<file path="config.mk">
export PLATFORM = sky130hd
export DESIGN_NAME = uvs_div_cell
export DESIGN_NICKNAME = d
export VERILOG_FILES = /design/src/rtl/uvs_pkg.sv /design/src/rtl/uvs_div_cell.sv
export SDC_FILE = /design/constraint.sdc
export NUM_CORES = 1
export LEC_CHECK = 0
export BUFFER_PORTS_ARGS = -buffer_cell sky130_fd_sc_hd__buf_2
export CORE_AREA = 2 2 75 77
export CTS_CLUSTER_SIZE = 20
export DETAILED_ROUTE_END_ITERATION = 16
export DIE_AREA = 0 0 77 79
export GPL_TIMING_DRIVEN = 0
export PLACE_DENSITY = 0.83
export SYNTH_ARGS = -nofsm -noshare
export SYNTH_HDL_FRONTEND = slang
export SYNTH_SLANG_ARGS = --single-unit
</file>
<file path="constraint.sdc">
create_clock -name clk -period 2.5 [get_ports clk]
set_input_delay 0.125 -clock clk [delete_from_list [all_inputs] [get_ports clk]]
set_output_delay 0.125 -clock clk [all_outputs]
set_load 0.01 [all_outputs]
</file>
<file path="src/rtl/uvs_pkg.sv">
package uvs_pkg;

  localparam int MAX_RES_DEF = 256;

  // Field widths fixed by the stream format.
  localparam int RES_W   = 9;
  localparam int TRI_W   = 17;
  localparam int IDX_W   = 20;
  localparam int IN_W    = 24;
  localparam int OUT_W   = 152;

  // Long division of a grid coordinate by the resolution, 33 fraction bits.
  localparam int DIV_NUM_W = 10;
  localparam int DIV_FRAC  = 33;
  localparam int DIV_STEPS = DIV_NUM_W + DIV_FRAC;
  localparam int QUO_W     = 35;

  // Sine/cosine pipeline: two setup stages, three per series term, two at the end.
  localparam int HORNER_N = 6;
  localparam int SC_LAT   = 2 + 3 * HORNER_N + 2;

  localparam logic [31:0] Q30_ONE     = 32'h4000_0000;
  localparam logic [31:0] HALF_PI_Q30 = 32'd1686629713;

  typedef enum logic [1:0] {
    REG_RADIUS  = 2'd0,
    REG_COLUMNS = 2'd1,
    REG_RINGS   = 2'd2
  } cfg_reg_t;

  // One finished grid point, handed to the output serializer.
  typedef struct packed {
    logic signed [16:0] pos_x;
    logic signed [16:0] pos_y;
    logic signed [16:0] pos_z;
    logic signed [15:0] norm_x;
    logic signed [15:0] norm_y;
    logic signed [15:0] norm_z;
    logic [15:0]        tex_u;
    logic [15:0]        tex_v;
    logic [5:0][TRI_W-1:0] cand;
    logic [5:0]         keep;
  } rec_t;

  // Unsigned Q30 product, rounded half up.
  function automatic logic [33:0] umul_q30(input logic [31:0] a, input logic [31:0] b);
    logic [63:0] p;
    p = 64'(a) * 64'(b) + 64'(32'h2000_0000);
    return p[63:30];
  endfunction

endpackage

</file>
<file path="src/rtl/uvs_div_cell.sv">
module uvs_div_cell (
  input  logic                    clk,
  input  logic                    adv,
  input  logic [8:0]              den,
  input  logic [8:0]              rem_in,
  input  logic [9:0]              num_in,
  input  logic [uvs_pkg::QUO_W-1:0] quo_in,
  output logic [8:0]              rem_out,
  output logic [9:0]              num_out,
  output logic [uvs_pkg::QUO_W-1:0] quo_out
);
  import uvs_pkg::*;

  logic [9:0] trial;
  logic       ge;

  // One restoring step: bring down the next numerator bit, subtract if it fits.
  assign trial = {rem_in, num_in[9]};
  assign ge    = (trial >= {1'b0, den});

  always_ff @(posedge clk) begin
    if (adv) begin
      rem_out <= ge ? 9'(trial - {1'b0, den}) : trial[8:0];
      num_out <= {num_in[8:0], 1'b0};
      quo_out <= {quo_in[QUO_W-2:0], ge};
    end
  end

endmodule

</file>
=== After elaboration in Yosys (flattened, before gate mapping) ===
Index checks and enable logic that the tools add are counted.

* Add/subtract/negate cells: 1
* Order comparisons: 1
* Mux-type cells: 1

{| class="wikitable"
|+ Operators with widths
! operator !! number
|-
| $ge A10 B9 Y1 || 1
|-
| $mux W9 || 1
|-
| $sub A9 B9 Y9 || 1
|}

* Register bits: 53
* Output and inout bits: 54
* Logic and storage cells: 6

=== Longest topological paths before layout ===
* Depth after elaboration: 2
* Mapped depth: 9

=== Least setup slack after synthesis ===
No wires, ideal clock.

* Path kind: in2reg
* Start: in num_in[9]
* End: reg rem_out[2] (data pin)
* Library setup time: 0.260 ns
* Arrival: 1.950 ns
* Required time: 2.240 ns
* Setup slack: 0.290 ns
* Cell stages on the path: 9
* Path buffers: 0
* Path through: inv_1 > ha_1 > inv_1 > fa_1 > a211oi_2 > o21ai_2 > a211oi_4 > inv_4 > mux2_4

* Word-level cells in the longest chain between the ends: 2
* Elaborated cells between the ends (all ways): 3
* Classes of those cells: add/sub (1); order compare (1); mux (1)

{| class="wikitable"
|+ RTL lines
! what !! line !! RTL
|-
| start, declared || uvs_div_cell.sv:6 || <nowiki>input logic [9:0] num_in,</nowiki>
|-
| $ge A10 B9 Y1 || uvs_div_cell.sv:19 || <nowiki>assign ge = (trial >= {1'b0, den});</nowiki>
|-
| named net ge || uvs_div_cell.sv:15 || <nowiki>logic ge;</nowiki>
|-
| $mux W9 || uvs_div_cell.sv:23 || <nowiki>rem_out <= ge ? 9'(trial - {1'b0, den}) : trial[8:0];</nowiki>
|-
| end signal, assigned || uvs_div_cell.sv:23 ||
|-
| end, declared || uvs_div_cell.sv:8 || <nowiki>output logic [8:0] rem_out,</nowiki>
|}

The timed path passes the listed nets, and every way through them passes these cells.
A chain may end at the register's enable or synchronous reset.

=== Worst setup path in the final report ===
* Start: in num_in[9]
* End: reg rem_out[6] (data pin)

The elaborated chain is that of the path after synthesis.

==> results.md <==
* TNS Setup at 0 ns
* Clock Path Buffers at 2
* Hold Crit Class: in -> reg
* RSZ-0062 raised after global routing: false
* Worst Path Required at 2.55 ns
* Syn Nets at 216
* Final Max Tran Viols at 0
* Crit path DAT at 2.30 ns
* Initial antenna violation count at 0
* Tot GR Track Use at 0.1756
* Via count at 1821
* Post-Synth Simple-Gate Area at 0.04288
* Mapped cell area at 2276 um^2
* WL/cell at 16.75 um
* Max_cap viols at 0
* # IOs at 119
* Mux share of post-synthesis cell area at 0.03353
* Clk slew on worst S/H paths at 0.09 ns
* Sequential fraction of the synthesis area at 0.6993
* Compound-cell area share of the yosys netlist at 0.1165
* Post-DP Area at 2947 um^2
* Hold Path End: num_out[1]$_DFFE_PP_
* Count leader, synth: edfxtp_1
* Main synth FF type: edfxtp_1
* Detailed Routing Iterations Pass 1 at 4
* Ranking of synthesized cells by area: edfxtp_1, ha_1, inv_1
* Clock period minus worst slack at 2.249 ns
* DIE HEIGHT at 79 um
* Adder-cell share of the synthesized area at 0.05827
* Number of synthesized flops with an enable pin at 53
* H-Tree Level Count at 2
* Syn Area/Cell at 16.14 um^2
* Antenna-violating nets left at 0
* TritonCTS clock tree: done
* Hold Fails Final Rpt at 0
* Outcome: finished, final reports clean
* ANT cells at 0
* Critical Path Source: num_in[9]
* Final Wtd Congestion at 0.7717
* Slew headroom at 0.2747
* Root Buffer: clkbuf_8
* Hold_sp: num_in[0]
* DRC viols at 0
* Global-route wire length before repair at 8224 um
* Largest net degree at the start of global routing at 54
* Post-synth cell types at 44
* Crit. End Element: flop
* CORE AREA at 5338 um^2
* Commonest cells post-synth: edfxtp_1, inv_1, ha_1
* Cell accounting for the most synthesized area: edfxtp_1
* Vias in the first global route at 1686
* Die ar. at 6083 um^2
* CTS Buf Count at 5
* Sink Count at 53
* Gr ovfl total at 0
* Final setup viols at 0
* Via density at 4.908
* VDD IR max at 0.0002702 V
* CTS resizes at 0
* Xor and xnor area share after synthesis at 0.01154
* CTS Hold Bufs at 20
* Hold path depth at 1
* Layout cells sized above 1 at 0.4548
* DP Wirelength at 3908 um
* Layout Nets at 373
* Crit Path Class: in -> reg
* Rows at 27
* Post-CTS Setup Inserts at 0
* YS warnings at 0
* Fmax at 444.7 MHz
* CP max FO at 7
* Iter 0 DRT Violations at 106
* Worst Tran Pin Value at 1.088 ns
* Routed WL at 6216 um
* LEAKAGE at 1.490 nW
* Main combinational cell family by area after synthesis: compound AO/OA/AOI/OAI gates
* Final Cell Area at 3393 um^2
* Die width at 77 um
* Port buffer count at 116
* Initial core utilization at 0.4264
* Startpoint types: input pin
* Number of synthesized register bits at 53
* Ys async rst share at 0
* Pwr Density at 611.4 nW/um^2
* Area grow syn2layout at 49.09%
* Synth top area share at 0.6993
* Post-Synthesis Cells at 141
* Period utilization at 0.8995
==> worst max-delay path by stage <==
stage                      endpoint  slack (ns)  cells past startpoint
2_1_floorplan  rem_out[2]$_DFFE_PP_        0.29                      9
3_3_place_gp   rem_out[4]$_DFFE_PP_       -0.04                     10
3_5_place_dp   rem_out[6]$_DFFE_PP_       -0.06                     10
4_1_cts        rem_out[6]$_DFFE_PP_        0.26                     10
5_1_grt        rem_out[4]$_DFFE_PP_        0.15                     10
6_report       rem_out[6]$_DFFE_PP_        0.25                     10
==> worst max-delay path, cell delays in order <==
cell and delay, ns:
buf_2 0.09, inv_1 0.06, ha_1 0.17, inv_1 0.06, fa_1 0.43, a211oi_2 0.36, o21ai_2 0.15, a211oi_4 0.41
inv_4 0.12, mux2_4 0.32
==> power breakdown <==
part / switching, W / leakage [nW] / internal [W]
clock: 0.000266 / 0.0528 / 0.000296
combinational: 0.000217 / 0.918 / 0.000202
sequential: 0.0000206 / 0.519 / 0.00107
==> cell families after synthesis <==
group,count (synthesis)
compound gates,33
xor+xnor,3
fa+ha+maj,10
buf+inv,18
flops,53
mux,6
other cells,1
simple gates,17
==> routing by layer <==
metal | track usage | routed length (um) | up-vias
met5 | 0 | 0 | -
met2 | 0.3368 | 3312 | 88
li1 | - | - | 860
met4 | 0.04464 | 121 | 0
met1 | 0.1897 | 2318 | 858
met3 | 0.05114 | 463 | 15
==> flip-flops by register name, indices dropped and copies added, names as in the netlist <==
name / cells
quo_out: 35
rem_out: 9
num_out: 9
==> metrics by stage <==
step | utilization | instances | hold WS [ns] | total power (W) | setup WS (ns)
2_1_floorplan | - | 141 | 0.2239 | 0.001308 | 0.2902
3_3_place_gp | 0.5520 | 329 | 0.3017 | 0.001466 | -0.04497
3_5_place_dp | 0.5520 | 329 | 0.3031 | 0.001480 | -0.05811
4_1_cts | 0.6095 | 357 | 0.0005049 | 0.002040 | 0.2644
5_1_grt | 0.6357 | 371 | -0.005854 | 0.002152 | 0.1496
6_report | 0.6357 | 371 | 0.002028 | 0.002075 | 0.2514
==> cells in the final DEF (no fill, tap or decap), types with 2 or more instances in the layout <==
| cell type | Yosys | routed |
|---|---|---|
| inv_1 | 12 | 12 |
| a2111oi_0 | 2 | 2 |
| buf_2 | 1 | 117 |
| o31ai_1 | 2 | 2 |
| xnor2_1 | 2 | 2 |
| dlygate4sd3_1 | 0 | 34 |
| mux2_4 | 3 | 3 |
| a21oi_1 | 6 | 6 |
| nor2_1 | 2 | 2 |
| a211o_1 | 2 | 2 |
| a21o_1 | 3 | 3 |
| nand3_1 | 2 | 2 |
| mux2i_1 | 2 | 2 |
| clkbuf_1 | 2 | 3 |
| a211oi_1 | 2 | 2 |
| edfxtp_1 | 53 | 53 |
| o211ai_1 | 4 | 4 |
| ha_1 | 9 | 9 |
| nand2b_1 | 3 | 3 |
| clkbuf_8 | 0 | 5 |
| nand2_1 | 4 | 4 |
==> cell type report <==
class | instances | area (um^2)
fillers | 395 | 1944
flip-flops and latches | 53 | 1592
repair buffers | 150 | 920.9
multi-input cells | 70 | 601.8
well taps | 72 | 90.09
clock buffers | 6 | 72.57
inverters | 13 | 51.30
clock inverters | 2 | 33.78
plain buffers | 5 | 31.28
(Power assumes the default switching activity.)
