File: src/rtl/uvs_pkg.sv
package uvs_pkg;

  localparam int MAX_RES_DEF = 256;

  // Field widths fixed by the stream format.
  localparam int RES_W   = 9;
  localparam int TRI_W   = 17;
  localparam int IDX_W   = 20;
  localparam int IN_W    = 24;
  localparam int OUT_W   = 152;

  // Long division of a grid coordinate by the resolution, 33 fraction bits.
  localparam int DIV_NUM_W = 10;
  localparam int DIV_FRAC  = 33;
  localparam int DIV_STEPS = DIV_NUM_W + DIV_FRAC;
  localparam int QUO_W     = 35;

  // Sine/cosine pipeline: two setup stages, three per series term, two at the end.
  localparam int HORNER_N = 6;
  localparam int SC_LAT   = 2 + 3 * HORNER_N + 2;

  localparam logic [31:0] Q30_ONE     = 32'h4000_0000;
  localparam logic [31:0] HALF_PI_Q30 = 32'd1686629713;

  typedef enum logic [1:0] {
    REG_RADIUS  = 2'd0,
    REG_COLUMNS = 2'd1,
    REG_RINGS   = 2'd2
  } cfg_reg_t;

  // One finished grid point, handed to the output serializer.
  typedef struct packed {
    logic signed [16:0] pos_x;
    logic signed [16:0] pos_y;
    logic signed [16:0] pos_z;
    logic signed [15:0] norm_x;
    logic signed [15:0] norm_y;
    logic signed [15:0] norm_z;
    logic [15:0]        tex_u;
    logic [15:0]        tex_v;
    logic [5:0][TRI_W-1:0] cand;
    logic [5:0]         keep;
  } rec_t;

  // Unsigned Q30 product, rounded half up.
  function automatic logic [33:0] umul_q30(input logic [31:0] a, input logic [31:0] b);
    logic [63:0] p;
    p = 64'(a) * 64'(b) + 64'(32'h2000_0000);
    return p[63:30];
  endfunction

endpackage

File: src/rtl/uvs_out_ser.sv
module uvs_out_ser (
  input  logic                      clk,
  input  logic                      rst,
  input  logic                      rec_valid,
  input  uvs_pkg::rec_t             rec,
  output logic                      rec_ready,
  output logic                      m_tvalid,
  input  logic                      m_tready,
  output logic [uvs_pkg::OUT_W-1:0] m_tdata,
  output logic                      m_tuser,
  output logic                      m_tlast
);
  import uvs_pkg::*;

  rec_t        hold;
  logic [6:0]  pend;
  logic [6:0]  pend_rest;
  logic        take;
  logic [TRI_W-1:0] tri_sel;

  assign pend_rest = pend & (pend - 7'd1);
  assign m_tvalid  = |pend;
  assign m_tlast   = (pend_rest == 7'd0);
  assign m_tuser   = pend[0];
  assign take      = m_tvalid && m_tready;
  assign rec_ready = !m_tvalid || (take && m_tlast);

  // Lowest pending index record wins.
  always_comb begin
    tri_sel = '0;
    for (int i = 5; i >= 0; i--) begin
      if (pend[i+1]) tri_sel = hold.cand[i];
    end
  end

  always_comb begin
    if (pend[0]) begin
      m_tdata = {4'b0, TRI_W'(0), hold.tex_v, hold.tex_u, hold.norm_z, hold.norm_y,
                 hold.norm_x, hold.pos_z, hold.pos_y, hold.pos_x};
    end else begin
      m_tdata = {4'b0, tri_sel, 131'b0};
    end
  end

  always_ff @(posedge clk) begin
    if (rst) begin
      pend <= '0;
    end else if (rec_ready && rec_valid) begin
      pend <= {rec.keep, 1'b1};
    end else if (take) begin
      pend <= pend_rest;
    end
  end

  always_ff @(posedge clk) begin
    if (rec_ready && rec_valid) hold <= rec;
  end

endmodule

File: config.mk
export PLATFORM = sky130hd
export DESIGN_NAME = uvs_out_ser
export DESIGN_NICKNAME = d
export VERILOG_FILES = /design/src/rtl/uvs_pkg.sv /design/src/rtl/uvs_out_ser.sv
export SDC_FILE = /design/constraint.sdc
export NUM_CORES = 1
export LEC_CHECK = 0
export BUFFER_PORTS_ARGS = -buffer_cell sky130_fd_sc_hd__buf_2
export CAP_MARGIN = 15
export CORE_AREA = 4 4 154 156
export CTS_CLUSTER_SIZE = 30
export DETAILED_ROUTE_END_ITERATION = 12
export DIE_AREA = 0 0 158 160
export HOLD_SLACK_MARGIN = 0.08
export PLACE_DENSITY = 0.72
export SYNTH_ARGS = -nofsm -noshare
export SYNTH_HDL_FRONTEND = slang
export SYNTH_SLANG_ARGS = --single-unit
File: constraint.sdc
create_clock -name clk -period 9.47 [get_ports clk]
set_input_delay 1.894 -clock clk [delete_from_list [all_inputs] [get_ports clk]]
set_output_delay 1.894 -clock clk [all_outputs]
set_load 0.01 [all_outputs]
* Word level (Yosys, flattened, before mapping)
Index checks and enable logic that the tools add are counted.
** Word-level totals
- Logic and storage cells :: 34
- Register bits after elaboration :: 240
- Input bits :: 243
** Cells by class
- Reductions and logical operators :: 8
- Multiplexer cells :: 9
- $add $sub $neg :: 1
- Bitwise operators :: 1
** Operators by type and width (count)
- $mux 148 :: 1
- $mux 17 :: 6
- $mux 7 :: 2
- $and 7x7->7 :: 1
- $logic_not 7->1 :: 1
- $reduce_or 7->1 :: 1
- $sub 7x1->7 const B :: 1
- $logic_and 1x1->1 :: 3
- $reduce_bool 2->1 :: 1
- $logic_not 1->1 :: 1
- $logic_or 1x1->1 :: 1

* Depth between registers and ports, before layout
- Depth after elaboration :: 7
- Mapped depth :: 6

* Worst setup path before layout
No wires, ideal clock.
- Kind :: input port to flip-flop
- From :: input port m_tready
- To :: register hold[100] (netlist bit) (enable)
- Buffers on the path :: 0
- Cell stages on the path :: 4
- Setup slack :: 1722 ps
- Required time :: 8886 ps
- Data arrival time :: 7164 ps
- Cells stage by stage :: or3b_2 nor2_1 o31ai_2 inv_1
** Between the ends
- Cells in the longest elaborated chain, start to end :: 4
** RTL lines
- from (decl) :: line uvs_out_ser.sv:8 : input logic m_tready,
- $logic_and 1x1->1 :: line uvs_out_ser.sv:25 : assign take = m_tvalid && m_tready;
- $logic_and 1x1->1 :: line uvs_out_ser.sv:26 : assign rec_ready = !m_tvalid || (take && m_tlast);
- $logic_or 1x1->1 :: line uvs_out_ser.sv:26
- $logic_and 1x1->1 :: line uvs_out_ser.sv:56 : if (rec_ready && rec_valid) hold <= rec;
- to (signal assigned) :: line uvs_out_ser.sv:56
- to (decl) :: line uvs_out_ser.sv:15 : rec_t hold;
No other way between the ends.
A chain may end at the register's enable or synchronous reset.

* Worst setup path in the final report
- From :: input port m_tready
- To :: output port rec_ready
** Between the ends
- Cells in the longest elaborated chain, start to end :: 3
** RTL lines
- $logic_and 1x1->1 :: line uvs_out_ser.sv:25
- $logic_and 1x1->1 :: line uvs_out_ser.sv:26
- $logic_or 1x1->1 :: line uvs_out_ser.sv:26
- to (decl) :: line uvs_out_ser.sv:6 : output logic rec_ready,
No other way between the ends.

==> impl_summary.txt <==
----------------------------------------------------
[Outcome]
  Result of the run ... finished clean

[Setup path]
  Library cell appearing most often on the critical path ... sky130_fd_sc_hd__buf_2
  Data required time of the worst path ... 7580 ps
  Dominant delay contributor by cell family on the critical path ... simple AND/OR/NAND/NOR gates
  Critical Path Slowest Stage Cell ... sky130_fd_sc_hd__or3b_2
  Ordered list of cells on the worst path ... buf_2 > or3b_2 > nor2_1 > or3_1 > buf_2
  Startpoint types ... primary input
  Critical Path End Type ... output pin
  Highest fanout seen on the critical path ... 8
  Type of the worst setup path ... primary input to output pin
  Buffer and inverter count on the worst path ... 2
  Data arrival time at the worst-slack endpoint ... 3000 ps
  Slowest cell delay on critical path ... between 400 and 500 ps

[Floorplanning]
  Starting density of the core ... 42.18%
  Io pins ... 399
  Floorplan core area ... around 0.022 sq mm
  Die X-Extent ... 158 um
  Placement Rows ... 55
  Die Span Y ... roughly 160 um
  Die area ... 0.02528 sq mm

[Global route]
  Pin count of the biggest net entering global routing ... 149
  Number of antenna violations at the first check in global routing ... 6
  First-pass GRT wire length ... 36260 um
  Global-route usage over all layers ... 18.38%
  Total global routing overflow ... 0
  Via count of the first global-routing pass ... 6573

[Synth]
  Mean cell area of the mapped netlist ... ~15 sq um
  Library cells used by synthesis ... 37
  Fraction of the yosys area taken by sequential cells ... 75.65%
  Count of warnings emitted by yosys ... 0
  Gate count of the mapped netlist ... 622
  Post-synthesis instance area ... 0.009434 sq mm
  Yosys reg bits ... 240

[Pwr]
  Cell Int Power ... 2.136 mW
  Fraction of power consumed by sequential logic ... 49.7%
  Worst supply voltage drop on vdd ... around 170 uV
  Part of the power in combinational logic ... approximately 17%
  Fraction of power spent switching nets ... between 20% and 30%
  Clock group share of total power ... between 30 and 40%
  Pleak ... 5.305 nW
  Switch Pwr ... 0.7648 mW
  Pwr per Cell Area ... approximately 230 mW/mm^2

[Placement]
  Buffers on Ports ... about 400
  Cell Area, Placed ... about 0.012 sq mm
  Placer's final routability congestion estimate ... 0.8380
  HPWL reported at the end of detailed placement ... between 15000 and 20000 um

[Routing]
  Count of routing violations after the opening detailed-route iteration ... 484
  Via/cell ratio ... 4.903
  Post-route antenna net violation count ... 0
  WL/cell ... 18.54 um
  DR pass1 iterations ... 6
  DR DRC count ... 0
  DR vias ... around 6400
  Final wirelength ... 24380 um

[Layout]
  Commonest non-fill, non-tap cells in the layout ... sky130_fd_sc_hd__buf_2, sky130_fd_sc_hd__edfxtp_1, sky130_fd_sc_hd__and2_1
  Most common cell after layout, fill and taps aside ... sky130_fd_sc_hd__buf_2
  Share of final-layout standard cells stronger than drive strength 1 ... 43.51%
  Area of all placed cells without fillers ... 0.01245 sq mm
  Net count reported at finish ... approximately 1300
  Synth-to-layout area growth ... 31.98%

[Clocking]
  Number of buffers on the longest clock path ... 3
  CTS HTree Levels ... 1
  CTS-repair resized insts ... 0
  Hold-fix buffer count after cts ... 0
  Library cell used as clock root buffer ... sky130_fd_sc_hd__clkbuf_16
  Num CTS Buffers ... 26
  CTS sink cnt ... 240
  TritonCTS clock tree ... yes
  Clock network latency to the later pin of the worst-skew pair ... 520 ps
  Clock slew at the register clock pins of the worst setup and hold paths ... 60 ps
  Post-CTS setup buffer count ... 0

[Flow run]
  Number of max-cap violations ... 0

[STA]
  Final Cycle Share ... 51.68%
  Hold WS ... 643.2 ps
  Worst slew margin ... 23.10%
  Finish-stage setup viols ... 0
  Setup tns final ... 0 ps
  Final Hold Violating Endpoints ... 0
  Transition time at the pin with the least slew margin ... 1152 ps
  Max Clock Skew ... 14.16 ps
  Final critical delay including setup and external delays ... 4894 ps
  FMAX ... 204.3 MHz
  Final Slew Violations ... 0
  Unrepaired setup endpoints after global routing ... no

[Min path]
  Path category of the worst min-delay check ... flop to flop

----------------------------------------------------
-- layer usage --
layer | wire length (um) | part of all wire (%) | global-route usage, %
met1 | 9393 | 39 | 22.44
met3 | 1814 | 7.4 | 4.499
met5 | 13 | 0.053 | 0
met2 | 12450 | 51 | 31.52
met4 | 707 | 2.9 | 6.747
-- power groups by stage --
stage	clock network, mW	logic, mW	registers [mW]
finish	0.955	0.503	1.44
global route	1.03	0.554	1.46
CTS	0.979	0.513	1.44
detailed placement	0	0.510	1.46
global placement	0	0.504	1.46
floorplan	0	0.320	1.45
-- metrics by stage --
| step | instances | worst slack [ps] | utilization [%] | total power, mW |
|---|---|---|---|---|
| final | 1315 | 4576 | 55.67 | 2.901 |
| after global routing | 1315 | 4362 | 55.67 | 3.045 |
| after floorplan | 625 | 1722 | - | 1.774 |
| after detailed placement | 1264 | 4373 | 52.01 | 1.975 |
| after global placement | 1264 | 4440 | 52.01 | 1.963 |
| after CTS | 1310 | 4564 | 55.61 | 2.936 |
-- Yosys cell counts --
cell type / number / area [sq um]
sky130_fd_sc_hd__buf_2: 5 / 25.02
sky130_fd_sc_hd__buf_4: 4 / 30.03
sky130_fd_sc_hd__nor2_1: 4 / 15.01
sky130_fd_sc_hd__a2111oi_0: 2 / 17.52
sky130_fd_sc_hd__a211oi_1: 3 / 22.52
sky130_fd_sc_hd__or4_4: 1 / 11.26
sky130_fd_sc_hd__dfxtp_1: 7 / 140.1
sky130_fd_sc_hd__a21oi_1: 55 / 275.3
sky130_fd_sc_hd__nand2b_1: 3 / 18.77
sky130_fd_sc_hd__a2111oi_4: 1 / 27.53
sky130_fd_sc_hd__o41ai_2: 1 / 16.27
sky130_fd_sc_hd__o311ai_0: 1 / 8.760
sky130_fd_sc_hd__a221o_1: 34 / 340.3
sky130_fd_sc_hd__nor2b_1: 3 / 18.77
sky130_fd_sc_hd__nand3b_1: 18 / 135.1
sky130_fd_sc_hd__and2_1: 131 / 819.5
sky130_fd_sc_hd__nand3_1: 3 / 15.01
sky130_fd_sc_hd__clkbuf_1: 32 / 120.1
sky130_fd_sc_hd__nor4_2: 1 / 12.51
sky130_fd_sc_hd__a21o_1: 1 / 7.510
sky130_fd_sc_hd__o22ai_1: 1 / 6.260
sky130_fd_sc_hd__buf_1: 3 / 11.26
sky130_fd_sc_hd__o2111ai_1: 1 / 8.760
sky130_fd_sc_hd__inv_1: 39 / 146.4
sky130_fd_sc_hd__a31oi_1: 1 / 6.260
sky130_fd_sc_hd__a2bb2oi_1: 1 / 8.760
sky130_fd_sc_hd__o31ai_2: 1 / 12.51
sky130_fd_sc_hd__o2111a_1: 1 / 11.26
sky130_fd_sc_hd__o32ai_1: 1 / 8.760
sky130_fd_sc_hd__conb_1: 1 / 3.750
sky130_fd_sc_hd__a21boi_0: 1 / 7.510
sky130_fd_sc_hd__or3b_2: 2 / 17.52
sky130_fd_sc_hd__nand4_1: 1 / 6.260
sky130_fd_sc_hd__edfxtp_1: 233 / 6997
sky130_fd_sc_hd__o21ai_0: 5 / 25.02
sky130_fd_sc_hd__or3_1: 2 / 12.51
sky130_fd_sc_hd__nand2_1: 18 / 67.56
-- worst paths after layout --
check                                     startpoint  cells past startpoint  slack [ps]              endpoint
worst max-delay path                        m_tready                      5        4580             rec_ready
worst min-delay path            pend[4]$_SDFFE_PP0P_                      2         640  pend[4]$_SDFFE_PP0P_
worst max register to register  pend[0]$_SDFFE_PP0P_                      6        5280   hold[154]$_DFFE_PP_
worst min register to register  pend[4]$_SDFFE_PP0P_                      2         640  pend[4]$_SDFFE_PP0P_
-- kinds of logic (layout without fill, tap and decap cells) --
group | count (synthesis) | after routing | share of synthesized area (%)
AO/OA/AOI/OAI | 111 | 111 | 8.594
AND/OR/NAND/NOR | 187 | 187 | 12.19
buffers and inverters | 83 | 483 | 3.528
other | 1 | 9 | 0.03975
flip-flops | 240 | 240 | 75.65
-- sequential cells by signal, indices dropped and copies added, names as in the netlist --
name,count
hold,233
pend,7
-- tightest hold or removal path, cell delays in order, from the launching register on --
cell and delay (ps):
sky130_fd_sc_hd__dfxtp_1 400, sky130_fd_sc_hd__nand3b_1 120, sky130_fd_sc_hd__o21ai_0 70
-- final cells by class --
class,count,area (sq um)
antenna,5,12.51
clock buffer,34,680.7
clock inverter,12,125.1
fill,1853,9915
inverter,39,153.9
multi-input combinational,302,1976
sequential,240,7144
tap,285,356.6
timing repair buffer,398,2002
Note: power is estimated with default switching activity, not from simulation.
